--- src/rtl/core/pidc_pkg.sv ---
// ----------------------------------------------------------------------------
// pidc_pkg
// Shared types, constants and saturation helpers of the PID controller.
// ----------------------------------------------------------------------------
package pidc_pkg;

	// number format: signed Q16.16 in a 32-bit word
	localparam int DW        = 32;
	localparam int FRAC_BITS = 16;
	localparam int MAG_W     = DW + FRAC_BITS;   // product >> FRAC, dividend, quotient
	localparam int LIM_W     = DW - 1;           // unsigned limits and period
	localparam int DECAY_W   = 17;
	localparam int CFG_IDX_W = 3;

	localparam logic signed [DW-1:0] DMAX = {1'b0, {(DW-1){1'b1}}};
	localparam logic signed [DW-1:0] DMIN = {1'b1, {(DW-1){1'b0}}};

	// register indexes
	localparam logic [CFG_IDX_W-1:0] REG_GAIN_P    = 3'd0;
	localparam logic [CFG_IDX_W-1:0] REG_GAIN_I    = 3'd1;
	localparam logic [CFG_IDX_W-1:0] REG_GAIN_D    = 3'd2;
	localparam logic [CFG_IDX_W-1:0] REG_INT_LIMIT = 3'd3;
	localparam logic [CFG_IDX_W-1:0] REG_OUT_LIMIT = 3'd4;
	localparam logic [CFG_IDX_W-1:0] REG_DECAY_THR = 3'd5;
	localparam logic [CFG_IDX_W-1:0] REG_DECAY_FAC = 3'd6;
	localparam logic [CFG_IDX_W-1:0] REG_PERIOD    = 3'd7;

	// reset values
	localparam logic [LIM_W-1:0]   RST_INT_LIMIT = {LIM_W{1'b1}};
	localparam logic [DECAY_W-1:0] RST_DECAY_FAC = 17'd65536;
	localparam logic [LIM_W-1:0]   RST_PERIOD    = 31'd66;

	// operation codes carried in tuser
	localparam logic OP_UPDATE = 1'b0;
	localparam logic OP_CLEAR  = 1'b1;

	// request to the shared multiplier: a * b >> FRAC_BITS, rounded toward zero
	typedef struct packed {
		logic                 valid;
		logic signed [DW-1:0] a;
		logic signed [DW:0]   b;
	} mul_req_t;

	// signed value from sign and magnitude, saturated to the data range
	function automatic logic signed [DW-1:0] sat_mag(input logic neg,
			input logic [MAG_W-1:0] m);
		logic [MAG_W-1:0] lim;
		logic [DW-1:0]    lo;
		lim = MAG_W'(1) << (DW - 1);
		lo  = m[DW-1:0];
		if (m >= lim) begin
			return neg ? DMIN : DMAX;
		end
		return neg ? -$signed(lo) : $signed(lo);
	endfunction

	// saturating add of two data words
	function automatic logic signed [DW-1:0] sat_add(input logic signed [DW-1:0] a,
			input logic signed [DW-1:0] b);
		logic [DW:0] s;
		s = {a[DW-1], a} + {b[DW-1], b};
		if (s[DW] != s[DW-1]) begin
			return s[DW] ? DMIN : DMAX;
		end
		return $signed(s[DW-1:0]);
	endfunction

endpackage

--- src/rtl/core/pidc_mul.sv ---
// ----------------------------------------------------------------------------
// pidc_mul
// Shared fractional multiplier: magnitude stage, 32x32 product stage, then
// shift and saturate. One request per cycle.
// ----------------------------------------------------------------------------
module pidc_mul
	import pidc_pkg::*;
(
	input  logic                 clk,
	input  logic                 arst_n,
	input  mul_req_t             req,
	output logic                 res_valid,
	output logic signed [DW-1:0] res
);

	logic          v_s1, v_s2;
	logic          neg_s1, neg_s2;
	logic [DW-1:0] ma_s1, mb_s1;
	logic [2*DW-1:0] prod_s2;

	logic [DW-1:0] ma;
	logic [DW:0]   mb;

	assign ma = req.a[DW-1] ? (~req.a + 1'b1) : req.a;
	assign mb = req.b[DW] ? (~req.b + 1'b1) : req.b;

	always_ff @(posedge clk or negedge arst_n) begin
		if (!arst_n) begin
			v_s1 <= 1'b0;
			v_s2 <= 1'b0;
		end else begin
			v_s1 <= req.valid;
			v_s2 <= v_s1;
		end
	end

	always_ff @(posedge clk) begin
		neg_s1  <= req.a[DW-1] ^ req.b[DW];
		ma_s1   <= ma;
		mb_s1   <= mb[DW-1:0];
		neg_s2  <= neg_s1;
		prod_s2 <= ma_s1 * mb_s1;
	end

	assign res_valid = v_s2;
	assign res       = sat_mag(neg_s2, prod_s2[2*DW-1:FRAC_BITS]);

endmodule

--- src/rtl/core/pidc_div.sv ---
// ----------------------------------------------------------------------------
// pidc_div
// Restoring divider, one quotient bit per cycle, for the derivative term.
// ----------------------------------------------------------------------------
module pidc_div
	import pidc_pkg::*;
(
	input  logic             clk,
	input  logic             arst_n,
	input  logic             start,
	input  logic [MAG_W-1:0] dividend,
	input  logic [LIM_W-1:0] divisor,
	output logic             busy,
	output logic             done,
	output logic [MAG_W-1:0] quo
);

	localparam int CNT_W = $clog2(MAG_W);

	logic [CNT_W-1:0] cnt_q;
	logic             busy_q, done_q;
	logic [LIM_W-1:0] rem_q, dvs_q;
	logic [MAG_W-1:0] num_q;

	logic [DW-1:0] trial, diff;
	logic          ge;

	assign trial = {rem_q, num_q[MAG_W-1]};
	assign ge    = trial >= {1'b0, dvs_q};
	assign diff  = trial - {1'b0, dvs_q};

	always_ff @(posedge clk or negedge arst_n) begin
		if (!arst_n) begin
			busy_q <= 1'b0;
			done_q <= 1'b0;
			cnt_q  <= '0;
		end else if (start) begin
			busy_q <= 1'b1;
			done_q <= 1'b0;
			cnt_q  <= CNT_W'(MAG_W - 1);
		end else if (busy_q) begin
			if (cnt_q == '0) begin
				busy_q <= 1'b0;
				done_q <= 1'b1;
			end else begin
				cnt_q <= cnt_q - 1'b1;
			end
		end
	end

	always_ff @(posedge clk) begin
		if (start) begin
			rem_q <= '0;
			num_q <= dividend;
			dvs_q <= divisor;
		end else if (busy_q) begin
			rem_q <= ge ? diff[LIM_W-1:0] : trial[LIM_W-1:0];
			num_q <= {num_q[MAG_W-2:0], ge};
		end
	end

	assign busy = busy_q;
	assign done = done_q;
	assign quo  = num_q;

endmodule

--- src/rtl/core/pid_integral_decay_controller.sv ---
// ----------------------------------------------------------------------------
// pid_integral_decay_controller
// PID controller in signed Q16.16 with integral decay, integral clamp and
// drive clamp, built around one shared multiplier and a serial divider.
// ----------------------------------------------------------------------------
//
// Channel  | Direction | Handshake          | Payload
// ---------+-----------+--------------------+-------------------------------------
// s_*      | in        | s_tvalid/s_tready  | tdata: error; tuser: op
// m_*      | out       | m_tvalid/m_tready  | tdata: drive; tuser: iclamp, dclamp
// cfg_*    | in        | cfg_valid/cfg_ready| cfg_index, cfg_data
//
// An update transaction runs the 48-step derivative divider, which sets the
// length of an update; the three multiplies of the integral, P and I terms
// run under it. The next transaction is taken once the result has moved into
// the output register. A clear transaction completes in the idle state and
// yields no result. Reset clears the integral, the previous error and loads
// the register defaults. A held result waits in the output register while
// the block already accepts the next transaction.
//
module pid_integral_decay_controller
	import pidc_pkg::*;
(
	input  logic                 clk,
	input  logic                 arst_n,
	// input stream
	input  logic                 s_tvalid,
	output logic                 s_tready,
	input  logic [DW-1:0]        s_tdata,   // [31:0] error
	input  logic                 s_tuser,   // [0] op
	// output stream
	output logic                 m_tvalid,
	input  logic                 m_tready,
	output logic [DW-1:0]        m_tdata,   // [31:0] drive
	output logic [1:0]           m_tuser,   // [0] integral_clamped, [1] drive_clamped
	// configuration writes
	input  logic                 cfg_valid,
	output logic                 cfg_ready,
	input  logic [CFG_IDX_W-1:0] cfg_index,
	input  logic [DW-1:0]        cfg_data
);

	// sequencer states
	localparam logic [3:0] ST_IDLE     = 4'd0;
	localparam logic [3:0] ST_INT_MUL  = 4'd1;
	localparam logic [3:0] ST_INT_WAIT = 4'd2;
	localparam logic [3:0] ST_P_MUL    = 4'd3;
	localparam logic [3:0] ST_P_WAIT   = 4'd4;
	localparam logic [3:0] ST_I_MUL    = 4'd5;
	localparam logic [3:0] ST_I_WAIT   = 4'd6;
	localparam logic [3:0] ST_D_DIV    = 4'd7;
	localparam logic [3:0] ST_D_MUL    = 4'd8;
	localparam logic [3:0] ST_D_WAIT   = 4'd9;
	localparam logic [3:0] ST_DONE     = 4'd10;

	logic [3:0] state_q;

	// configuration registers
	logic signed [DW-1:0] gp_q, gi_q, gd_q;
	logic [LIM_W-1:0]     ilim_q, olim_q, thr_q, dt_q;
	logic [DECAY_W-1:0]   decay_q;

	// controller state and working registers
	logic signed [DW-1:0] integ_q, last_q;
	logic signed [DW-1:0] err_q, acc_q, deriv_q;
	logic                 decay_sel_q, diff_neg_q, iclamp_q;

	// output register
	logic                 m_valid_q;
	logic [DW-1:0]        m_data_q;
	logic [1:0]           m_user_q;

	// ------------------------------------------------------------------
	// configuration port: always ready, a write lands at the end of its handshake cycle
	// ------------------------------------------------------------------
	assign cfg_ready = 1'b1;

	always_ff @(posedge clk or negedge arst_n) begin
		if (!arst_n) begin
			gp_q    <= '0;
			gi_q    <= '0;
			gd_q    <= '0;
			ilim_q  <= RST_INT_LIMIT;
			olim_q  <= '0;
			thr_q   <= '0;
			decay_q <= RST_DECAY_FAC;
			dt_q    <= RST_PERIOD;
		end else if (cfg_valid && cfg_ready) begin
			case (cfg_index)
				REG_GAIN_P:    gp_q    <= $signed(cfg_data);
				REG_GAIN_I:    gi_q    <= $signed(cfg_data);
				REG_GAIN_D:    gd_q    <= $signed(cfg_data);
				REG_INT_LIMIT: ilim_q  <= cfg_data[LIM_W-1:0];
				REG_OUT_LIMIT: olim_q  <= cfg_data[LIM_W-1:0];
				REG_DECAY_THR: thr_q   <= cfg_data[LIM_W-1:0];
				REG_DECAY_FAC: decay_q <= cfg_data[DECAY_W-1:0];
				REG_PERIOD:    dt_q    <= cfg_data[LIM_W-1:0];
				default: ;
			endcase
		end
	end

	// ------------------------------------------------------------------
	// input decode at acceptance
	// ------------------------------------------------------------------
	logic             s_acc, upd_acc, clr_acc;
	logic [LIM_W-1:0] dt_eff;
	logic [DW-1:0]    err_mag;
	logic [DW:0]      diff, diff_mag;
	logic [MAG_W-1:0] div_dividend;

	assign s_tready = (state_q == ST_IDLE);
	assign s_acc    = s_tvalid && s_tready;
	assign upd_acc  = s_acc && (s_tuser == OP_UPDATE);
	assign clr_acc  = s_acc && (s_tuser == OP_CLEAR);

	// a zero period counts as one
	assign dt_eff = (dt_q == '0) ? LIM_W'(1) : dt_q;

	assign err_mag  = s_tdata[DW-1] ? (~s_tdata + 1'b1) : s_tdata;
	assign diff     = {s_tdata[DW-1], s_tdata} - {last_q[DW-1], last_q};
	assign diff_mag = diff[DW] ? (~diff + 1'b1) : diff;
	assign div_dividend = {diff_mag[DW-1:0], {FRAC_BITS{1'b0}}};

	// ------------------------------------------------------------------
	// shared multiplier and derivative divider
	// ------------------------------------------------------------------
	mul_req_t             mul_req;
	logic                 mul_valid;
	logic signed [DW-1:0] mul_res;
	logic                 div_busy, div_done;
	logic [MAG_W-1:0]     div_quo;

	always_comb begin
		mul_req = '{valid: 1'b0, a: err_q, b: {gp_q[DW-1], gp_q}};
		case (state_q)
			ST_INT_MUL: begin
				mul_req.valid = 1'b1;
				if (decay_sel_q) begin
					mul_req.a = integ_q;
					mul_req.b = $signed((DW + 1)'(decay_q));
				end else begin
					mul_req.a = err_q;
					mul_req.b = $signed((DW + 1)'(dt_eff));
				end
			end
			ST_P_MUL: begin
				mul_req.valid = 1'b1;
			end
			ST_I_MUL: begin
				mul_req.valid = 1'b1;
				mul_req.a     = integ_q;
				mul_req.b     = {gi_q[DW-1], gi_q};
			end
			ST_D_MUL: begin
				mul_req.valid = 1'b1;
				mul_req.a     = deriv_q;
				mul_req.b     = {gd_q[DW-1], gd_q};
			end
			default: ;
		endcase
	end

	pidc_mul u_mul (
		.clk       (clk),
		.arst_n    (arst_n),
		.req       (mul_req),
		.res_valid (mul_valid),
		.res       (mul_res)
	);

	pidc_div u_div (
		.clk      (clk),
		.arst_n   (arst_n),
		.start    (upd_acc),
		.dividend (div_dividend),
		.divisor  (dt_eff),
		.busy     (div_busy),
		.done     (div_done),
		.quo      (div_quo)
	);

	// ------------------------------------------------------------------
	// integral update and clamp, drive clamp
	// ------------------------------------------------------------------
	logic signed [DW-1:0] integ_raw, integ_next, ilim_s, olim_s, drive_next;
	logic                 iclamp_next, dclamp_next;

	assign ilim_s = $signed({1'b0, ilim_q});
	assign olim_s = $signed({1'b0, olim_q});

	always_comb begin
		// decay replaces the integral, otherwise accumulate e*dt
		integ_raw   = decay_sel_q ? mul_res : sat_add(integ_q, mul_res);
		integ_next  = integ_raw;
		iclamp_next = 1'b0;
		if (integ_raw > ilim_s) begin
			integ_next  = ilim_s;
			iclamp_next = 1'b1;
		end else if (integ_raw < -ilim_s) begin
			integ_next  = -ilim_s;
			iclamp_next = 1'b1;
		end

		// a zero output limit leaves the drive unclamped
		drive_next  = acc_q;
		dclamp_next = 1'b0;
		if (olim_q != '0) begin
			if (acc_q > olim_s) begin
				drive_next  = olim_s;
				dclamp_next = 1'b1;
			end else if (acc_q < -olim_s) begin
				drive_next  = -olim_s;
				dclamp_next = 1'b1;
			end
		end
	end

	logic out_free;
	assign out_free = !m_valid_q || m_tready;

	// ------------------------------------------------------------------
	// sequencer and controller state
	// ------------------------------------------------------------------
	always_ff @(posedge clk or negedge arst_n) begin
		if (!arst_n) begin
			state_q <= ST_IDLE;
			integ_q <= '0;
			last_q  <= '0;
		end else begin
			case (state_q)
				ST_IDLE: begin
					if (clr_acc) begin
						integ_q <= '0;
						last_q  <= '0;
					end else if (upd_acc) begin
						state_q <= ST_INT_MUL;
					end
				end
				ST_INT_MUL: state_q <= ST_INT_WAIT;
				ST_INT_WAIT: begin
					if (mul_valid) begin
						integ_q <= integ_next;
						state_q <= ST_P_MUL;
					end
				end
				ST_P_MUL: state_q <= ST_P_WAIT;
				ST_P_WAIT: begin
					if (mul_valid) begin
						state_q <= ST_I_MUL;
					end
				end
				ST_I_MUL: state_q <= ST_I_WAIT;
				ST_I_WAIT: begin
					if (mul_valid) begin
						state_q <= ST_D_DIV;
					end
				end
				ST_D_DIV: begin
					if (div_done) begin
						state_q <= ST_D_MUL;
					end
				end
				ST_D_MUL: state_q <= ST_D_WAIT;
				ST_D_WAIT: begin
					if (mul_valid) begin
						state_q <= ST_DONE;
					end
				end
				ST_DONE: begin
					// hold here until the output register frees up
					if (out_free) begin
						last_q  <= err_q;
						state_q <= ST_IDLE;
					end
				end
				default: state_q <= ST_IDLE;
			endcase
		end
	end

	// working registers carry no reset
	always_ff @(posedge clk) begin
		if (upd_acc) begin
			err_q       <= $signed(s_tdata);
			decay_sel_q <= {1'b0, err_mag} < {2'b0, thr_q};
			diff_neg_q  <= diff[DW];
		end
		if (state_q == ST_INT_WAIT && mul_valid) begin
			iclamp_q <= iclamp_next;
		end
		if (state_q == ST_P_WAIT && mul_valid) begin
			acc_q <= mul_res;
		end
		if ((state_q == ST_I_WAIT || state_q == ST_D_WAIT) && mul_valid) begin
			acc_q <= sat_add(acc_q, mul_res);
		end
		if (state_q == ST_D_DIV && div_done) begin
			deriv_q <= sat_mag(diff_neg_q, div_quo);
		end
		if (state_q == ST_DONE && out_free) begin
			m_data_q <= drive_next;
			m_user_q <= {dclamp_next, iclamp_q};
		end
	end

	// ------------------------------------------------------------------
	// output register
	// ------------------------------------------------------------------
	always_ff @(posedge clk or negedge arst_n) begin
		if (!arst_n) begin
			m_valid_q <= 1'b0;
		end else if (state_q == ST_DONE && out_free) begin
			m_valid_q <= 1'b1;
		end else if (m_tready) begin
			m_valid_q <= 1'b0;
		end
	end

	assign m_tvalid = m_valid_q;
	assign m_tdata  = m_data_q;
	assign m_tuser  = m_user_q;

`ifndef SYNTHESIS
	a_idle_div_quiet: assert property (@(posedge clk) disable iff (!arst_n)
		(state_q == ST_IDLE) |-> !div_busy)
		else $error("divider busy while sequencer idle");

	a_update_starts: assert property (@(posedge clk) disable iff (!arst_n)
		upd_acc |=> (state_q == ST_INT_MUL) && div_busy)
		else $error("update transaction did not start the sequence");

	a_mul_in_wait: assert property (@(posedge clk) disable iff (!arst_n)
		mul_valid |-> (state_q == ST_INT_WAIT || state_q == ST_P_WAIT ||
			state_q == ST_I_WAIT || state_q == ST_D_WAIT))
		else $error("multiplier result outside a wait state");

	a_clear_zeroes: assert property (@(posedge clk) disable iff (!arst_n)
		clr_acc |=> (integ_q == '0) && (last_q == '0))
		else $error("clear transaction left state nonzero");
`endif

endmodule
--- config.mk ---
export PLATFORM = sky130hd
export DESIGN_NAME = pid_integral_decay_controller
export DESIGN_NICKNAME = d
export VERILOG_FILES = /design/src/rtl/core/pidc_pkg.sv /design/src/rtl/core/pidc_mul.sv /design/src/rtl/core/pidc_div.sv /design/src/rtl/core/pid_integral_decay_controller.sv
export SDC_FILE = /design/constraint.sdc
export NUM_CORES = 2
export LEC_CHECK = 0
export ABC_AREA = 1
export CORE_ASPECT_RATIO = 0.9
export CORE_MARGIN = 2
export CORE_UTILIZATION = 31
export CTS_BUF_LIST = sky130_fd_sc_hd__clkbuf_8
export CTS_CLUSTER_DIAMETER = 150
export DETAILED_ROUTE_END_ITERATION = 12
export DONT_BUFFER_PORTS = 1
export PLACE_DENSITY_LB_ADDON = 0.12
export RECOVER_POWER = 25
export SLEW_MARGIN = 0
export SYNTH_ARGS = -nofsm -noshare
export SYNTH_HDL_FRONTEND = slang
export SYNTH_SLANG_ARGS = --single-unit
export TNS_END_PERCENT = 10
--- constraint.sdc ---
create_clock -name clk -period 20.3 [get_ports clk]
set_input_delay 2.03 -clock clk [delete_from_list [all_inputs] [get_ports clk]]
set_output_delay 2.03 -clock clk [all_outputs]
set_load 0.02 [all_outputs]
==> metrics.md <==
| Metric | Value |
|---|---|
| Worst EP required | `between 20,000 and 25,000 ps` |
| GRT met2 Usage | `36.33%` |
| Post-synthesis simple-gate area fraction | `between 20% and 30%` |
| Fin Hold WS | `around 350 ps` |
| Die Span X | `roughly 540 um` |
| Vias per cell | `around 4.9` |
| CP Capture Type | `register` |
| Area grow syn2layout | `7.758%` |
| Post-cts repair resize count | `0` |
| Largest net degree at the start of global routing | `317` |
| Remaining Overflow, GRT | `0` |
| Multi-input logic area | `approximately 52,000 um2` |
| CORE AREA | `between 200,000 and 300,000 um2` |
| Crit path largest cell delay | `~800 ps` |
| Drt initial violations | `between 5,000 and 6,000` |
| Max-cap viol count | `0` |
| Die height | `around 480 um` |
| Tot GR Track Use | `about 23%` |
| H-tree levels | `3` |
| Worst-skew pair later-pin latency | `approximately 940 ps` |
| Mean Syn Cell Area | `7.453 um2` |
| Fin crit period | `9227 ps` |
| Post-route DRC violation count | `0` |
| Kind of critical path | `register to register` |
| Full die area | `between 200,000 and 300,000 um2` |
| CP delay by family, top | `simple AND/OR/NAND/NOR gates` |
| # setup viols final | `0` |
| Bufs and invs on worst path | `8` |
| Post-route clock period utilization | `45.45%` |
| CTS tree | `done` |
| Predominant post-synthesis flop cell | `dfrtp_1` |
| Sequential Area | `between 15,000 and 20,000 um2` |
| Post-Syn Instances | `about 11,000` |
| Max Transition Viols Final | `0` |
| Initial antenna violation count | `16` |
| Nets | `roughly 12,000` |
| Seq/Total Area, Yosys | `21.59%` |
| Unrepaired setup endpoints after global routing | `no` |
| Fill count | `about 27,000` |
| I/O pin count | `110` |
| HP Class | `register to register` |
| Fmax | `roughly 0.11 GHz` |
| Cell area after synthesis | `79,000 um2` |
| Worst setup path start | `u_mul.prod_s2[59]$_DFF_P_` |
| Mux cell area share after synthesis | `0%` |
| Pre-Repair DR Iteration Count | `7` |
| Critical path peak fanout | `30` |
| DP Wirelength | `between 200,000 and 250,000 um` |
| Worst R2R Setup Slack | `around 11,000 ps` |
| Compound-Gate Fraction of Synth Area | `about 9.1%` |
| Critical Path Source Type | `register` |
| YS warnings | `0` |
| CTS clk-pin slew, worst paths | `roughly 70 ps` |
| Max_slew headroom | `a little under a fifth` |
| Largest family of logic cells by synthesized area | `adder cells` |
| Critical Path AT | `~10000 ps` |
| Starting Density | `31.21%` |
| CTS buffer count | `121` |
| Placer congestion estimate | `approximately 0.92` |
| Most Used Layer, Global Route | `met2` |
| Vias in the first global route | `between 60,000 and 70,000` |
| Number of synthesized register bits | `673` |
| Final WL | `~300,000 um` |
| Met3 Use GR | `3.167%` |
| Wire length per cell | `about 21 um` |
| Number of port buffers | `0` |
| Post-synth cell types | `a little over 70` |
| Via count | `67,600` |
| Post-CTS setup buffers | `0` |
| CP max-delay cell | `nand2_1` |
| Status | `complete, no violations` |
| Post-Synth Adder-Cell Area | `between 30% and 40%` |
| Slew @ Worst Pin | `1227 ps` |
| First-pass GRT wire length | `roughly 450,000 um` |
| Number of synthesized flops with an enable pin | `between 150 and 200` |
| Clk_skew | `96.65 ps` |
| Async S/R FF share, synth | `a little under half` |
| GR Layer Usage met1 | `between 30% and 40%` |
| Most frequent CP cell | `nand2_1` |
| Root buf cell | `clkbuf_8` |
| Clock sinks | `between 600 and 700` |
| Final hold violation count | `0` |
| Setup TNS | `0 ps` |
| Core Rows | `around 180` |
| Hold_sp | `u_mul.neg_s1$_DFF_P_` |
| Post-synthesis xor/xnor area fraction | `between 3 and 4%` |
| # hold bufs at CTS | `0` |
| Antenna-violating nets left | `0` |
| Synthesized net count | `~12,000` |
| Crit Reg-Reg Startpoint | `u_mul.prod_s2[59]$_DFF_P_` |
| Clk buf depth | `3` |
| Layout cells sized above 1 | `4.049%` |
==> final timing paths <==
path,endpoint,cells past startpoint
max,integ_q[3]$_DFFE_PN0P_,39
min,u_mul.neg_s2$_DFF_P_,0
max reg2reg,integ_q[3]$_DFFE_PN0P_,39
min reg2reg,u_mul.neg_s2$_DFF_P_,0
max in group asynchronous,olim_q[7]$_DFFE_PN0P_,0
min in group asynchronous,last_q[25]$_DFFE_PN0P_,0
==> cells in the final DEF (no fill, tap or decap), types with 91 or more instances in the layout <==
| master | instances |
|---|---|
| nand4_1 | 109 |
| dfrtp_1 | 282 |
| xor2_1 | 206 |
| edfxtp_1 | 196 |
| nand3_1 | 464 |
| clkbuf_8 | 143 |
| nand2_1 | 2862 |
| inv_1 | 2218 |
| ha_1 | 553 |
| nor3_1 | 91 |
| fa_1 | 899 |
| nor2_1 | 619 |
| o21ai_0 | 569 |
| buf_4 | 104 |
| a21oi_1 | 428 |
| dfxtp_1 | 159 |
==> synthesized netlist by cell type (all sizes together) (6+ instances only) <==
library cell	instances	area [um2]
dfrtp	282	7057
fa	899	18000
a31oi	38	244.0
a22oi	6	45.04
nand4	109	681.9
o211ai	28	215.2
o221ai	10	93.84
a221oi	8	87.59
o21a	22	165.2
nand3b	23	176.4
clkbuf	358	1344
dfxtp	161	3223
xor2	206	1804
ha	553	6919
nor2	633	2406
xnor2	72	630.6
nor4	35	219.0
dfstp	34	893.4
a211oi	10	80.07
inv	2188	8213
o31ai	19	142.6
buf	56	319.1
o21ai	587	2953
nor3	101	551.8
o22ai	60	375.4
nand3	468	2347
edfxtp	196	5886
a21boi	11	82.58
a21oi	433	2182
nand2	2873	10800
o21bai	21	157.7
or2	36	227.7
a21o	22	165.2
and2	12	75.07
==> worst reg2reg max path, delay by kind of cell, from the launching register on <==
family | cells | cell delay (ps)
XOR/XNOR | 1 | 240
AO/OA/AOI/OAI | 8 | 2180
flip-flops | 1 | 300
adder cells (fa/ha/maj) | 3 | 1100
buffers and inverters | 8 | 2060
AND/OR/NAND/NOR | 19 | 3260
==> layer usage <==
| layer | vias up | wire length [um] |
|---|---|---|
| li1 | 32290 | - |
| met1 | 33440 | 142800 |
| met2 | 1601 | 130100 |
| met3 | 267 | 16120 |
| met4 | 4 | 5563 |
| met5 | - | 34 |
==> through the flow <==
step,std cells,cell area [um2],util [%],setup WS [ps]
after floorplan,10600,79000,-,13540
after global placement,13650,82430,32.56,11260
after detailed placement,13650,82430,32.56,11120
after CTS,13880,85100,33.62,11090
after global routing,13890,85100,33.62,10140
final,13900,85130,33.63,11070
==> logic make-up after synthesis <==
family          Yosys count
compound gates         1293
xor+xnor                278
flops                   673
fa+ha+maj              1452
other cells               1
simple gates           4296
buf+inv                2606
==> layout make-up <==
type,instances,area share [%]
Clock inverter,89,0.8246
Timing Repair Buffer,104,0.9172
Antenna cell,12,0.03528
Clock buffer,143,2.312
Multi-Input combinational cell,7320,61.26
Inverter,2192,9.665
Sequential cell,673,20.04
Tap cell,3363,4.943
Power is not shown: default switching activity piles up to over one toggle a cycle in this logic, so the estimate is an artifact.
